[config.mk]
export PLATFORM = sky130hd
export DESIGN_NAME = accel_screen_rotation_detector_top
export DESIGN_NICKNAME = d
export VERILOG_FILES = /design/src/design/asrd_pkg.sv /design/src/design/accel_screen_rotation_detector_top.sv /design/src/design/asrd_regs.sv /design/src/design/asrd_eval.sv
export SDC_FILE = /design/constraint.sdc
export NUM_CORES = 2
export LEC_CHECK = 0
export BUFFER_PORTS_ARGS = -buffer_cell sky130_fd_sc_hd__buf_4
export CAP_MARGIN = 0
export CORE_MARGIN = 2
export CORE_UTILIZATION = 55
export DETAILED_ROUTE_END_ITERATION = 12
export GPL_ROUTABILITY_DRIVEN = 0
export GPL_TIMING_DRIVEN = 0
export HOLD_SLACK_MARGIN = 0.08
export PLACE_DENSITY = 0.8
export RECOVER_POWER = 50
export SYNTH_ARGS = -nofsm -noshare
export SYNTH_HDL_FRONTEND = slang
export SYNTH_SLANG_ARGS = --single-unit
[constraint.sdc]
create_clock -name clk -period 32.3 [get_ports clk]
set_input_delay 1.615 -clock clk [delete_from_list [all_inputs] [get_ports clk]]
set_output_delay 1.615 -clock clk [all_outputs]
set_load 0.05 [all_outputs]
[src/design/asrd_pkg.sv]
// Shared types and constants for the screen rotation detector.
`default_nettype none
package asrd_pkg;

  // Phase codes of the rotation tracker
  localparam logic [1:0] PH_IDLE     = 2'd0;
  localparam logic [1:0] PH_ROTATING = 2'd1;
  localparam logic [1:0] PH_ROTATED  = 2'd2;

  // Orientation codes; bit 2 set means no orientation is known yet
  localparam logic [2:0] ORIENT_V90   = 3'd0;
  localparam logic [2:0] ORIENT_H0    = 3'd1;
  localparam logic [2:0] ORIENT_V270  = 3'd2;
  localparam logic [2:0] ORIENT_H180  = 3'd3;
  localparam logic [2:0] ORIENT_NONE  = 3'd4;

  // Register indexes (byte address divided by four)
  localparam logic [1:0] REG_VALID_LIMIT  = 2'd0;
  localparam logic [1:0] REG_BAND_LOW_SQ  = 2'd1;
  localparam logic [1:0] REG_BAND_HIGH_SQ = 2'd2;

  localparam logic [15:0] VALID_LIMIT_RST  = 16'h8000;
  localparam logic [31:0] BAND_LOW_SQ_RST  = 32'd0;
  localparam logic [31:0] BAND_HIGH_SQ_RST = 32'hC000_0000;

  typedef struct packed {
    logic [15:0] valid_limit;
    logic [31:0] band_low_sq;
    logic [31:0] band_high_sq;
  } cfg_t;

  typedef struct packed {
    logic [1:0] phase_next;
    logic [2:0] orient_next;
    logic       emit;
  } eval_t;

endpackage
`default_nettype wire

[src/design/accel_screen_rotation_detector_top.sv]
// Top level of the accelerometer screen rotation detector.
`default_nettype none
// Takes accelerometer samples on the s_ stream and reports a new screen orientation
// on the m_ stream each time the device settles in a pose. One item is accepted every
// clock cycle when the output side keeps up; a result passes through the input register,
// one combinational pass with three 17x17 squarings and the band and tilt compares, and
// then the result register. Items that cause no result are consumed without any output.
// Registers are written through the APB port; the user must change them only while no
// items are in flight, and the block itself does not enforce this.
module accel_screen_rotation_detector_top (
  input  wire logic        clk,
  input  wire logic        rst,
  input  wire logic        s_tvalid,
  output logic             s_tready,
  input  wire logic [47:0] s_tdata,   // raw_x [15:0], raw_y [31:16], raw_z [47:32]
  input  wire logic        s_tuser,   // is_accel [0]
  output logic             m_tvalid,
  input  wire logic        m_tready,
  output logic [7:0]       m_tdata,   // orientation_code [1:0], zero [7:2]
  input  wire logic        psel,
  input  wire logic        penable,
  input  wire logic        pwrite,
  input  wire logic [3:0]  paddr,
  input  wire logic [31:0] pwdata,
  output logic      [31:0] prdata,
  output logic             pready
);
  import asrd_pkg::*;

  cfg_t        cfg;
  eval_t       ev;

  logic        in_valid;
  logic        in_is_accel;
  logic [15:0] in_x, in_y, in_z;
  logic        advance;

  logic [1:0]  phase;
  logic [2:0]  last_orientation;
  logic [1:0]  code;

  asrd_regs u_regs (
    .clk     (clk),
    .rst     (rst),
    .psel    (psel),
    .penable (penable),
    .pwrite  (pwrite),
    .paddr   (paddr),
    .pwdata  (pwdata),
    .prdata  (prdata),
    .pready  (pready),
    .cfg     (cfg)
  );

  asrd_eval u_eval (
    .cfg              (cfg),
    .is_accel         (in_is_accel),
    .raw_x            (in_x),
    .raw_y            (in_y),
    .raw_z            (in_z),
    .phase            (phase),
    .last_orientation (last_orientation),
    .ev               (ev)
  );

  // The held item moves on whenever the result register is free or being emptied.
  assign advance  = in_valid && (!m_tvalid || m_tready);
  assign s_tready = !in_valid || advance;

  always_ff @(posedge clk) begin
    if (rst) begin
      in_valid <= 1'b0;
    end else if (s_tready) begin
      in_valid <= s_tvalid;
    end
  end

  always_ff @(posedge clk) begin
    if (s_tvalid && s_tready) begin
      in_is_accel <= s_tuser;
      in_x        <= s_tdata[15:0];
      in_y        <= s_tdata[31:16];
      in_z        <= s_tdata[47:32];
    end
  end

  always_ff @(posedge clk) begin
    if (rst) begin
      phase            <= PH_IDLE;
      last_orientation <= ORIENT_NONE;
    end else if (advance) begin
      phase            <= ev.phase_next;
      last_orientation <= ev.orient_next;
    end
  end

  always_ff @(posedge clk) begin
    if (rst) begin
      m_tvalid <= 1'b0;
    end else if (advance) begin
      m_tvalid <= ev.emit;
    end else if (m_tready) begin
      m_tvalid <= 1'b0;
    end
  end

  always_ff @(posedge clk) begin
    if (advance && ev.emit) begin
      code <= ev.orient_next[1:0];
    end
  end

  assign m_tdata = {6'd0, code};

`ifndef ASSERT_OFF
  // A report is only made on entering the rotated phase with a known orientation.
  a_emit_rotated: assert property (@(posedge clk) disable iff (rst)
    (advance && ev.emit) |=> (phase == PH_ROTATED && !last_orientation[2]
                              && code == last_orientation[1:0]))
    else $error("result issued without a settled orientation");

  // While a result is stalled, no item may be evaluated.
  a_stall_holds_state: assert property (@(posedge clk) disable iff (rst)
    (m_tvalid && !m_tready) |=> ($stable(phase) && $stable(last_orientation)))
    else $error("state changed while the result register was stalled");

  // A held item that cannot advance stays held.
  a_input_held: assert property (@(posedge clk) disable iff (rst)
    (in_valid && !advance) |=> in_valid)
    else $error("held item lost");
`endif

endmodule
`default_nettype wire

[src/design/asrd_regs.sv]
// Configuration register file with an APB-style access port.
`default_nettype none
module asrd_regs (
  input  wire logic           clk,
  input  wire logic           rst,
  input  wire logic           psel,
  input  wire logic           penable,
  input  wire logic           pwrite,
  input  wire logic [3:0]     paddr,
  input  wire logic [31:0]    pwdata,
  output logic      [31:0]    prdata,
  output logic                pready,
  output asrd_pkg::cfg_t      cfg
);
  import asrd_pkg::*;

  logic       wr_en;
  logic [1:0] reg_idx;

  assign pready  = 1'b1;
  assign reg_idx = paddr[3:2];
  assign wr_en   = psel && penable && pwrite && pready;

  always_ff @(posedge clk) begin
    if (rst) begin
      cfg.valid_limit  <= VALID_LIMIT_RST;
      cfg.band_low_sq  <= BAND_LOW_SQ_RST;
      cfg.band_high_sq <= BAND_HIGH_SQ_RST;
    end else if (wr_en) begin
      case (reg_idx)
        REG_VALID_LIMIT:  cfg.valid_limit  <= pwdata[15:0];
        REG_BAND_LOW_SQ:  cfg.band_low_sq  <= pwdata;
        REG_BAND_HIGH_SQ: cfg.band_high_sq <= pwdata;
        default: ;
      endcase
    end
  end

  always_comb begin
    case (reg_idx)
      REG_VALID_LIMIT:  prdata = {16'd0, cfg.valid_limit};
      REG_BAND_LOW_SQ:  prdata = cfg.band_low_sq;
      REG_BAND_HIGH_SQ: prdata = cfg.band_high_sq;
      default:          prdata = 32'd0;
    endcase
  end

endmodule
`default_nettype wire

[src/design/asrd_eval.sv]
// Single-pass evaluation of one sample: squares, band and tilt tests, next phase.
`default_nettype none
module asrd_eval (
  input  wire asrd_pkg::cfg_t        cfg,
  input  wire logic                  is_accel,
  input  wire logic signed [15:0]    raw_x,
  input  wire logic signed [15:0]    raw_y,
  input  wire logic signed [15:0]    raw_z,
  input  wire logic        [1:0]     phase,
  input  wire logic        [2:0]     last_orientation,
  output asrd_pkg::eval_t            ev
);
  import asrd_pkg::*;

  logic [16:0] mag_x, mag_y, mag_z;
  logic [16:0] limit;
  logic        counts;
  logic [31:0] sq_x, sq_y, sq_z;
  logic [32:0] mag_sq;
  logic [33:0] plane4;
  logic        tilt, in_band, out_band;
  logic [2:0]  orient_cls;

  // Magnitudes need 17 bits so that -32768 is represented
  assign mag_x = raw_x[15] ? 17'(-{raw_x[15], raw_x}) : {1'b0, raw_x};
  assign mag_y = raw_y[15] ? 17'(-{raw_y[15], raw_y}) : {1'b0, raw_y};
  assign mag_z = raw_z[15] ? 17'(-{raw_z[15], raw_z}) : {1'b0, raw_z};

  assign limit  = {1'b0, cfg.valid_limit};
  assign counts = is_accel && (mag_x < limit) && (mag_y < limit) && (mag_z < limit);

  assign sq_x = {15'd0, mag_x} * {15'd0, mag_x};
  assign sq_y = {15'd0, mag_y} * {15'd0, mag_y};
  assign sq_z = {15'd0, mag_z} * {15'd0, mag_z};

  assign mag_sq   = 33'(sq_x) + 33'(sq_y) + 33'(sq_z);
  assign plane4   = {34'(sq_x) + 34'(sq_y)} << 2;
  assign tilt     = plane4 >= 34'(sq_z);
  assign in_band  = (mag_sq > 33'(cfg.band_low_sq)) && (mag_sq < 33'(cfg.band_high_sq));
  assign out_band = (mag_sq < 33'(cfg.band_low_sq)) || (mag_sq > 33'(cfg.band_high_sq));

  // Dominant in-plane axis; on an exact tie the previous orientation stands
  always_comb begin
    if (mag_x > mag_y) begin
      orient_cls = raw_x[15] ? ORIENT_V270 : ORIENT_V90;
    end else if (mag_y > mag_x) begin
      orient_cls = raw_y[15] ? ORIENT_H180 : ORIENT_H0;
    end else begin
      orient_cls = last_orientation;
    end
  end

  always_comb begin
    ev.phase_next  = phase;
    ev.orient_next = last_orientation;
    ev.emit        = 1'b0;
    if (counts) begin
      case (phase)
        PH_ROTATING: begin
          if (in_band) begin
            if (tilt) begin
              ev.phase_next  = PH_ROTATED;
              ev.orient_next = orient_cls;
              ev.emit        = !orient_cls[2];
            end else begin
              ev.phase_next = PH_IDLE;
            end
          end
        end
        PH_ROTATED: begin
          if (out_band) ev.phase_next = PH_ROTATING;
        end
        default: begin
          if (tilt) ev.phase_next = PH_ROTATING;
        end
      endcase
    end
  end

endmodule
`default_nettype wire
Word-level counts from Yosys, hierarchy flattened
Cells that the tools add are included.
W data, S select, Z words.
{"block": "totals", "reg_bits": 138, "out_inout_bits": 43}
{"block": "op_classes", "n_eq_ne": 6, "muxes": 18, "reduce_logical": 23, "add_sub_neg": 6, "order_cmp": 10, "mul": 3}
{"cell": "$mul A17 B17 Y32", "count": 3}
{"cell": "$pmux W32 S3", "count": 1}
{"cell": "$gt A33 B32 Y1", "count": 2}
{"cell": "$lt A33 B32 Y1", "count": 2}
{"cell": "$lt A17 B16 Y1", "count": 3}
{"cell": "$mux W17", "count": 3}
{"cell": "$neg A17 Y17", "count": 3}
{"cell": "$ge A34 B32 Y1", "count": 1}
{"cell": "$gt A17 B17 Y1", "count": 2}
{"cell": "$add A32 B32 Y33", "count": 1}
{"cell": "$add A33 B32 Y33", "count": 1}
{"cell": "$add A32 B32 Y32", "count": 1}
{"cell": "$mux W3", "count": 4}
{"cell": "$mux W2", "count": 5}
{"cell": "$reduce_and A5 Y1", "count": 2}
{"cell": "$logic_and A1 B1 Y1", "count": 9}
{"cell": "$mux W6", "count": 1}
{"cell": "$reduce_and A2 Y1", "count": 3}
{"cell": "$eq A2 B1 Y1 const B", "count": 2}
{"cell": "$eq A2 B2 Y1 const B", "count": 2}
{"cell": "$mux W4", "count": 1}
{"cell": "$ne A2 B1 Y1 const B", "count": 2}
{"cell": "$pmux W2 S2", "count": 1}
{"cell": "$logic_not A1 Y1", "count": 3}
{"cell": "other kinds (5)", "count": 8}

Longest topological paths before layout
{"block": "depth", "word_depth": 11, "mapped_depth": 57, "depth_no_buf": 54}

Cells and area by module
From an unflattened synthesis, not the netlist that was laid out.
{"block": "unflattened", "hier_cells": 4210, "area_unflattened_um2": 37201.9}
{"module": "asrd_eval", "seq_area_each_um2": 0.0, "cells_per_inst": 3740, "area_per_inst_um2": 31524.0, "instances": 1}
{"module": "asrd_regs", "seq_area_each_um2": 1601.5, "cells_per_inst": 378, "area_per_inst_um2": 3777.4, "instances": 1}
{"module": "accel_screen_rotation_detector_top", "seq_area_each_um2": 1671.6, "cells_per_inst": 92, "area_per_inst_um2": 1900.6, "instances": 1}

Worst setup path before layout
No wires, ideal clock.
{"block": "synth_timing", "path_kind": "register to register", "start": "reg in_x[4]", "end": "reg phase[0]", "stages_incl_launch_ff": 47, "slack_ps": 20293, "setup_ps": 123, "arrival_time_ps": 11884, "t_required_ps": 32177, "path_cell_list": "edfxtp_1 or4_1 or2_4 or4_4 or3_4 o21ai_0 xor2_1 clkinv_1 nand2_1 fa_1 fa_1 fa_1 inv_1 fa_1 fa_1 inv_1 fa_1 inv_1 [11 not listed] o221ai_1 nor3_1 a211oi_1 or3_1 a21oi_1 xnor2_1 ha_1 a21o_1 a21o_1 a21o_1 a21o_1 a21oi_1 o221ai_1 a41oi_1 o211a_1 o211a_1 o31a_2 mux2_1"}
{"block": "synth_between", "elab_chain_cells": 9}
{"element": "from (decl)", "line": "accel_screen_rotation_detector_top.sv:35", "rtl": "logic [15:0] in_x, in_y, in_z;"}
{"element": "from (signal assigned)", "line": "accel_screen_rotation_detector_top.sv:81", "rtl": "in_x <= s_tdata[15:0];"}
{"element": "$neg A17 Y17", "line": "asrd_eval.sv:25", "rtl": "assign mag_x = raw_x[15] ? 17'(-{raw_x[15], raw_x}) : {1'b0, raw_x};"}
{"element": "$mux W17 *", "line": "asrd_eval.sv:25"}
{"element": "$mul A17 B17 Y32", "line": "asrd_eval.sv:32", "rtl": "assign sq_x = {15'd0, mag_x} * {15'd0, mag_x};"}
{"element": "$add A32 B32 Y33", "line": "asrd_eval.sv:36", "rtl": "assign mag_sq = 33'(sq_x) + 33'(sq_y) + 33'(sq_z);"}
{"element": "$add A33 B32 Y33", "line": "asrd_eval.sv:36"}
{"element": "$lt A33 B32 Y1, or another cell as far along", "line": "asrd_eval.sv:40", "rtl": "assign out_band = (mag_sq < 33'(cfg.band_low_sq)) || (mag_sq > 33'(cfg.band_high_sq));"}
{"element": "$logic_or A1 B1 Y1 or $logic_and A1 B1 Y1 (tied branches)", "line": "asrd_eval.sv:40, asrd_eval.sv:39"}
{"element": "$ne A2 B1 Y1 (no source line)"}
{"element": "$reduce_and A5 Y1 (no source line) *"}
{"element": "to (signal assigned)", "line": "accel_screen_rotation_detector_top.sv:92", "rtl": "phase <= ev.phase_next;"}
{"element": "to (decl)", "line": "accel_screen_rotation_detector_top.sv:38", "rtl": "logic [1:0] phase;"}
Every way passes the cells marked *; elsewhere a longest branch is shown, timed or not.
A chain may end at the register's enable or synchronous reset.

Final worst setup path
{"block": "layout_timing", "start": "reg in_x[0]", "end": "reg phase[0]"}
Same word-level chain as after synthesis.

==> impl_metrics.json <==
{
  "seqCellArea_sq_mm": 0.003273,
  "io_pins": 135,
  "period_minus_slack_ns": 15.44,
  "fp-row-count": 94,
  "synthFlopType": "dfxtp_1",
  "fillers": 5613,
  "grt_pass1_vias": 30512,
  "drv_slew": 33,
  "place.port_buffers": 124,
  "diodes": 0,
  "grt_first_pass_wirelength_um": 156700,
  "pre_cts_ws_ns": 17.22,
  "endpoint_kind": "register",
  "postCtsSetupBuffers": 0,
  "initialDrtViolationCount": 2474,
  "final_nets": 5632,
  "worstSkewPairLatency_ns": 0.50,
  "critPathKind": "register to register",
  "path_clk_slew_ns": 0.07,
  "postCtsHoldBufs": 0,
  "syn-cell-area_sq_mm": 0.03629,
  "routed_via_density": 5.581,
  "layout_worst_path_cycle_share_pct": 47.81,
  "violations": "max-capacitance violations, max-slew violations",
  "multi_input_area_sq_mm": 0.02929,
  "dpl.hpwl_um": 81510,
  "overflow": 0,
  "finClkSkew_ns": 0.009238,
  "core-area_sq_mm": 0.06551,
  "arrival_ns": 15.82,
  "status": "finished, violations left",
  "grt_max_degree": 33,
  "fmax_mhz": 64.75,
  "ys_seq_elements": 138,
  "htreeDepth": 4,
  "yosys_warnings": 0,
  "slowest_stage": "clkinv_1",
  "wl_per_cell_um": 18.27,
  "setup_tns_ns": 0,
  "worst_pin_slew_ns": 2.293,
  "crit_fanout": 11,
  "grtUsageTotal_pct": 29.71,
  "die_h_um": 260.9,
  "synth_cell_type_count": 97,
  "synth_edf_count": 51,
  "drive_gt1_share_pct": 4.549,
  "dieArea_sq_mm": 0.06805,
  "grt_setup_unrepaired": "false",
  "hold_viol": 0,
  "root_buffer": "clkbuf_16",
  "syn2layout_area_growth_pct": 8.531,
  "cts_made_buffers": 17,
  "cp.buffers_inverters": 12,
  "postSynth.asyncResetShare_pct": 0,
  "holdCritPathClass": "register to register",
  "maxSlewHeadroom_pct": -52.85,
  "clkSinkCount": 138,
  "antenna_found_initial": 1,
  "synthCells": 4173,
  "crit_family": "adder cells",
  "fp.dieW_um": 260.9,
  "cts_buffer_depth": 2,
  "synth_area_per_cell_sq_um": 8.696,
  "drt_wl_total_um": 96910,
  "setup_viol": 0,
  "cpMostUsedCell": "inv_1",
  "slowest_delay_ns": 0.95,
  "worstPathRequired_ns": 32.68,
  "ant_nets": 0,
  "num_vias": 29608,
  "maxCapViolations": 1,
  "start_util_pct": 55.39,
  "dr.pass1.iters": 8,
  "crit_path_start_kind": "register",
  "cts_tree": "done",
  "cts_resized": 0,
  "drc": 0,
  "yosysSeqAreaShare_pct": 9.020,
  "fin_ws_ns": 16.86
}
final timing paths:
check                              startpoint  slack [ns]                          end  depth (start not counted)
setup / recovery            in_x[0]$_DFFE_PP_       16.86        phase[0]$_SDFFE_PP0P_                         51
hold / removal    u_regs.cfg[76]$_SDFFE_PP0P_        0.47  u_regs.cfg[76]$_SDFFE_PP0P_                          2
setup reg to reg            in_x[0]$_DFFE_PP_       16.86        phase[0]$_SDFFE_PP0P_                         51
hold reg to reg   u_regs.cfg[76]$_SDFFE_PP0P_        0.47  u_regs.cfg[76]$_SDFFE_PP0P_                          2
state kept, by name, indices dropped and copies added (netlist names):
name / cells
code: 2
m_tvalid: 1
in_y: 16
u_regs.cfg: 80
in_valid: 1
in_x: 16
phase: 2
last_orientation: 3
in_z: 16
in_is_accel: 1
cells in the mapped netlist (11+ instances only):
cell | instances | share of area, %
inv_1 | 994 | 10
fa_1 | 593 | 33
ha_1 | 519 | 18
nand2_1 | 461 | 4.8
a21oi_1 | 237 | 3.3
nor2_1 | 225 | 2.3
xnor2_1 | 144 | 3.5
a21o_1 | 122 | 2.5
o21ai_0 | 104 | 1.4
dfxtp_1 | 87 | 4.8
clkbuf_1 | 73 | 0.76
xor2_1 | 59 | 1.4
edfxtp_1 | 51 | 4.2
nand4_1 | 42 | 0.72
nand3_1 | 37 | 0.51
nor3_1 | 33 | 0.46
o21a_1 | 24 | 0.50
nor2b_1 | 22 | 0.38
mux2i_1 | 20 | 0.55
o211ai_1 | 20 | 0.41
nand2b_1 | 18 | 0.31
a22o_1 | 17 | 0.41
and3_1 | 16 | 0.28
o21bai_1 | 16 | 0.33
a211oi_1 | 14 | 0.29
clkinv_1 | 14 | 0.14
o31ai_1 | 14 | 0.29
a31oi_1 | 12 | 0.21
a211o_1 | 11 | 0.27
cell type report:
cell class / count / area share (%)
Tap cell: 864 / 2.745
Multi-Input combinational cell: 3044 / 74.37
Timing Repair Buffer: 126 / 2.335
Clock buffer: 23 / 1.379
Inverter: 1015 / 9.693
Buffer: 86 / 0.8864
Sequential cell: 138 / 8.311
Clock inverter: 9 / 0.2796
layer usage:
metal  share of wire (%)  vias to the layer above  routed length, um  global-route usage, %
met1                  39                    14395              38230                  38.50
met4                 5.7                        2               5496                  15.71
li1                    -                    13637                  -                      -
met5              0.0072                        -                  7                      0
met2                  46                     1276              44120                  47.44
met3                 9.3                      298               9050                  5.400
kinds of logic after synthesis:
family	synth area share (%)
adders and majority gates	50.67
other	0.02070
AOI/OAI and AO/OA	12.05
xor gates and xnor gates	5.058
and+or+nand+nor	11.08
DFF	9.020
muxes	0.6241
buffers and inverters	11.48
metrics by stage:
step	utilization, %	hold slack (ns)	cell area, sq um	std cells
floorplan	-	0.4487	36700	4283
global placement	59.09	0.4555	38710	5271
detailed placement	59.21	0.4611	38790	5273
CTS	60.21	0.4711	39440	5305
global route	60.12	0.4881	39380	5305
finish	60.12	0.4698	39380	5305
layout by cell type, fill, tap and decap left out, types with 104 or more instances in the layout:
cell type | netlist | routed
inv_1 | 994 | 994
fa_1 | 593 | 593
ha_1 | 519 | 519
nand2_1 | 461 | 461
a21oi_1 | 237 | 237
nor2_1 | 225 | 225
xnor2_1 | 144 | 141
a21o_1 | 122 | 122
conb_1 | 2 | 112
o21ai_0 | 104 | 104
worst register-to-register path: cells and delay by family (launching register included):
family	cells	cell delay [ns]
XOR/XNOR	3	1.57
adder cells (fa/ha/maj)	11	4.69
AO/OA/AOI/OAI	19	4.42
multiplexers	1	0.33
flip-flops	1	0.53
buffers and inverters	12	2.79
AND/OR/NAND/NOR	5	0.98
Power is not shown: default switching activity piles up to over one toggle a cycle in this logic, so the estimate is an artifact.
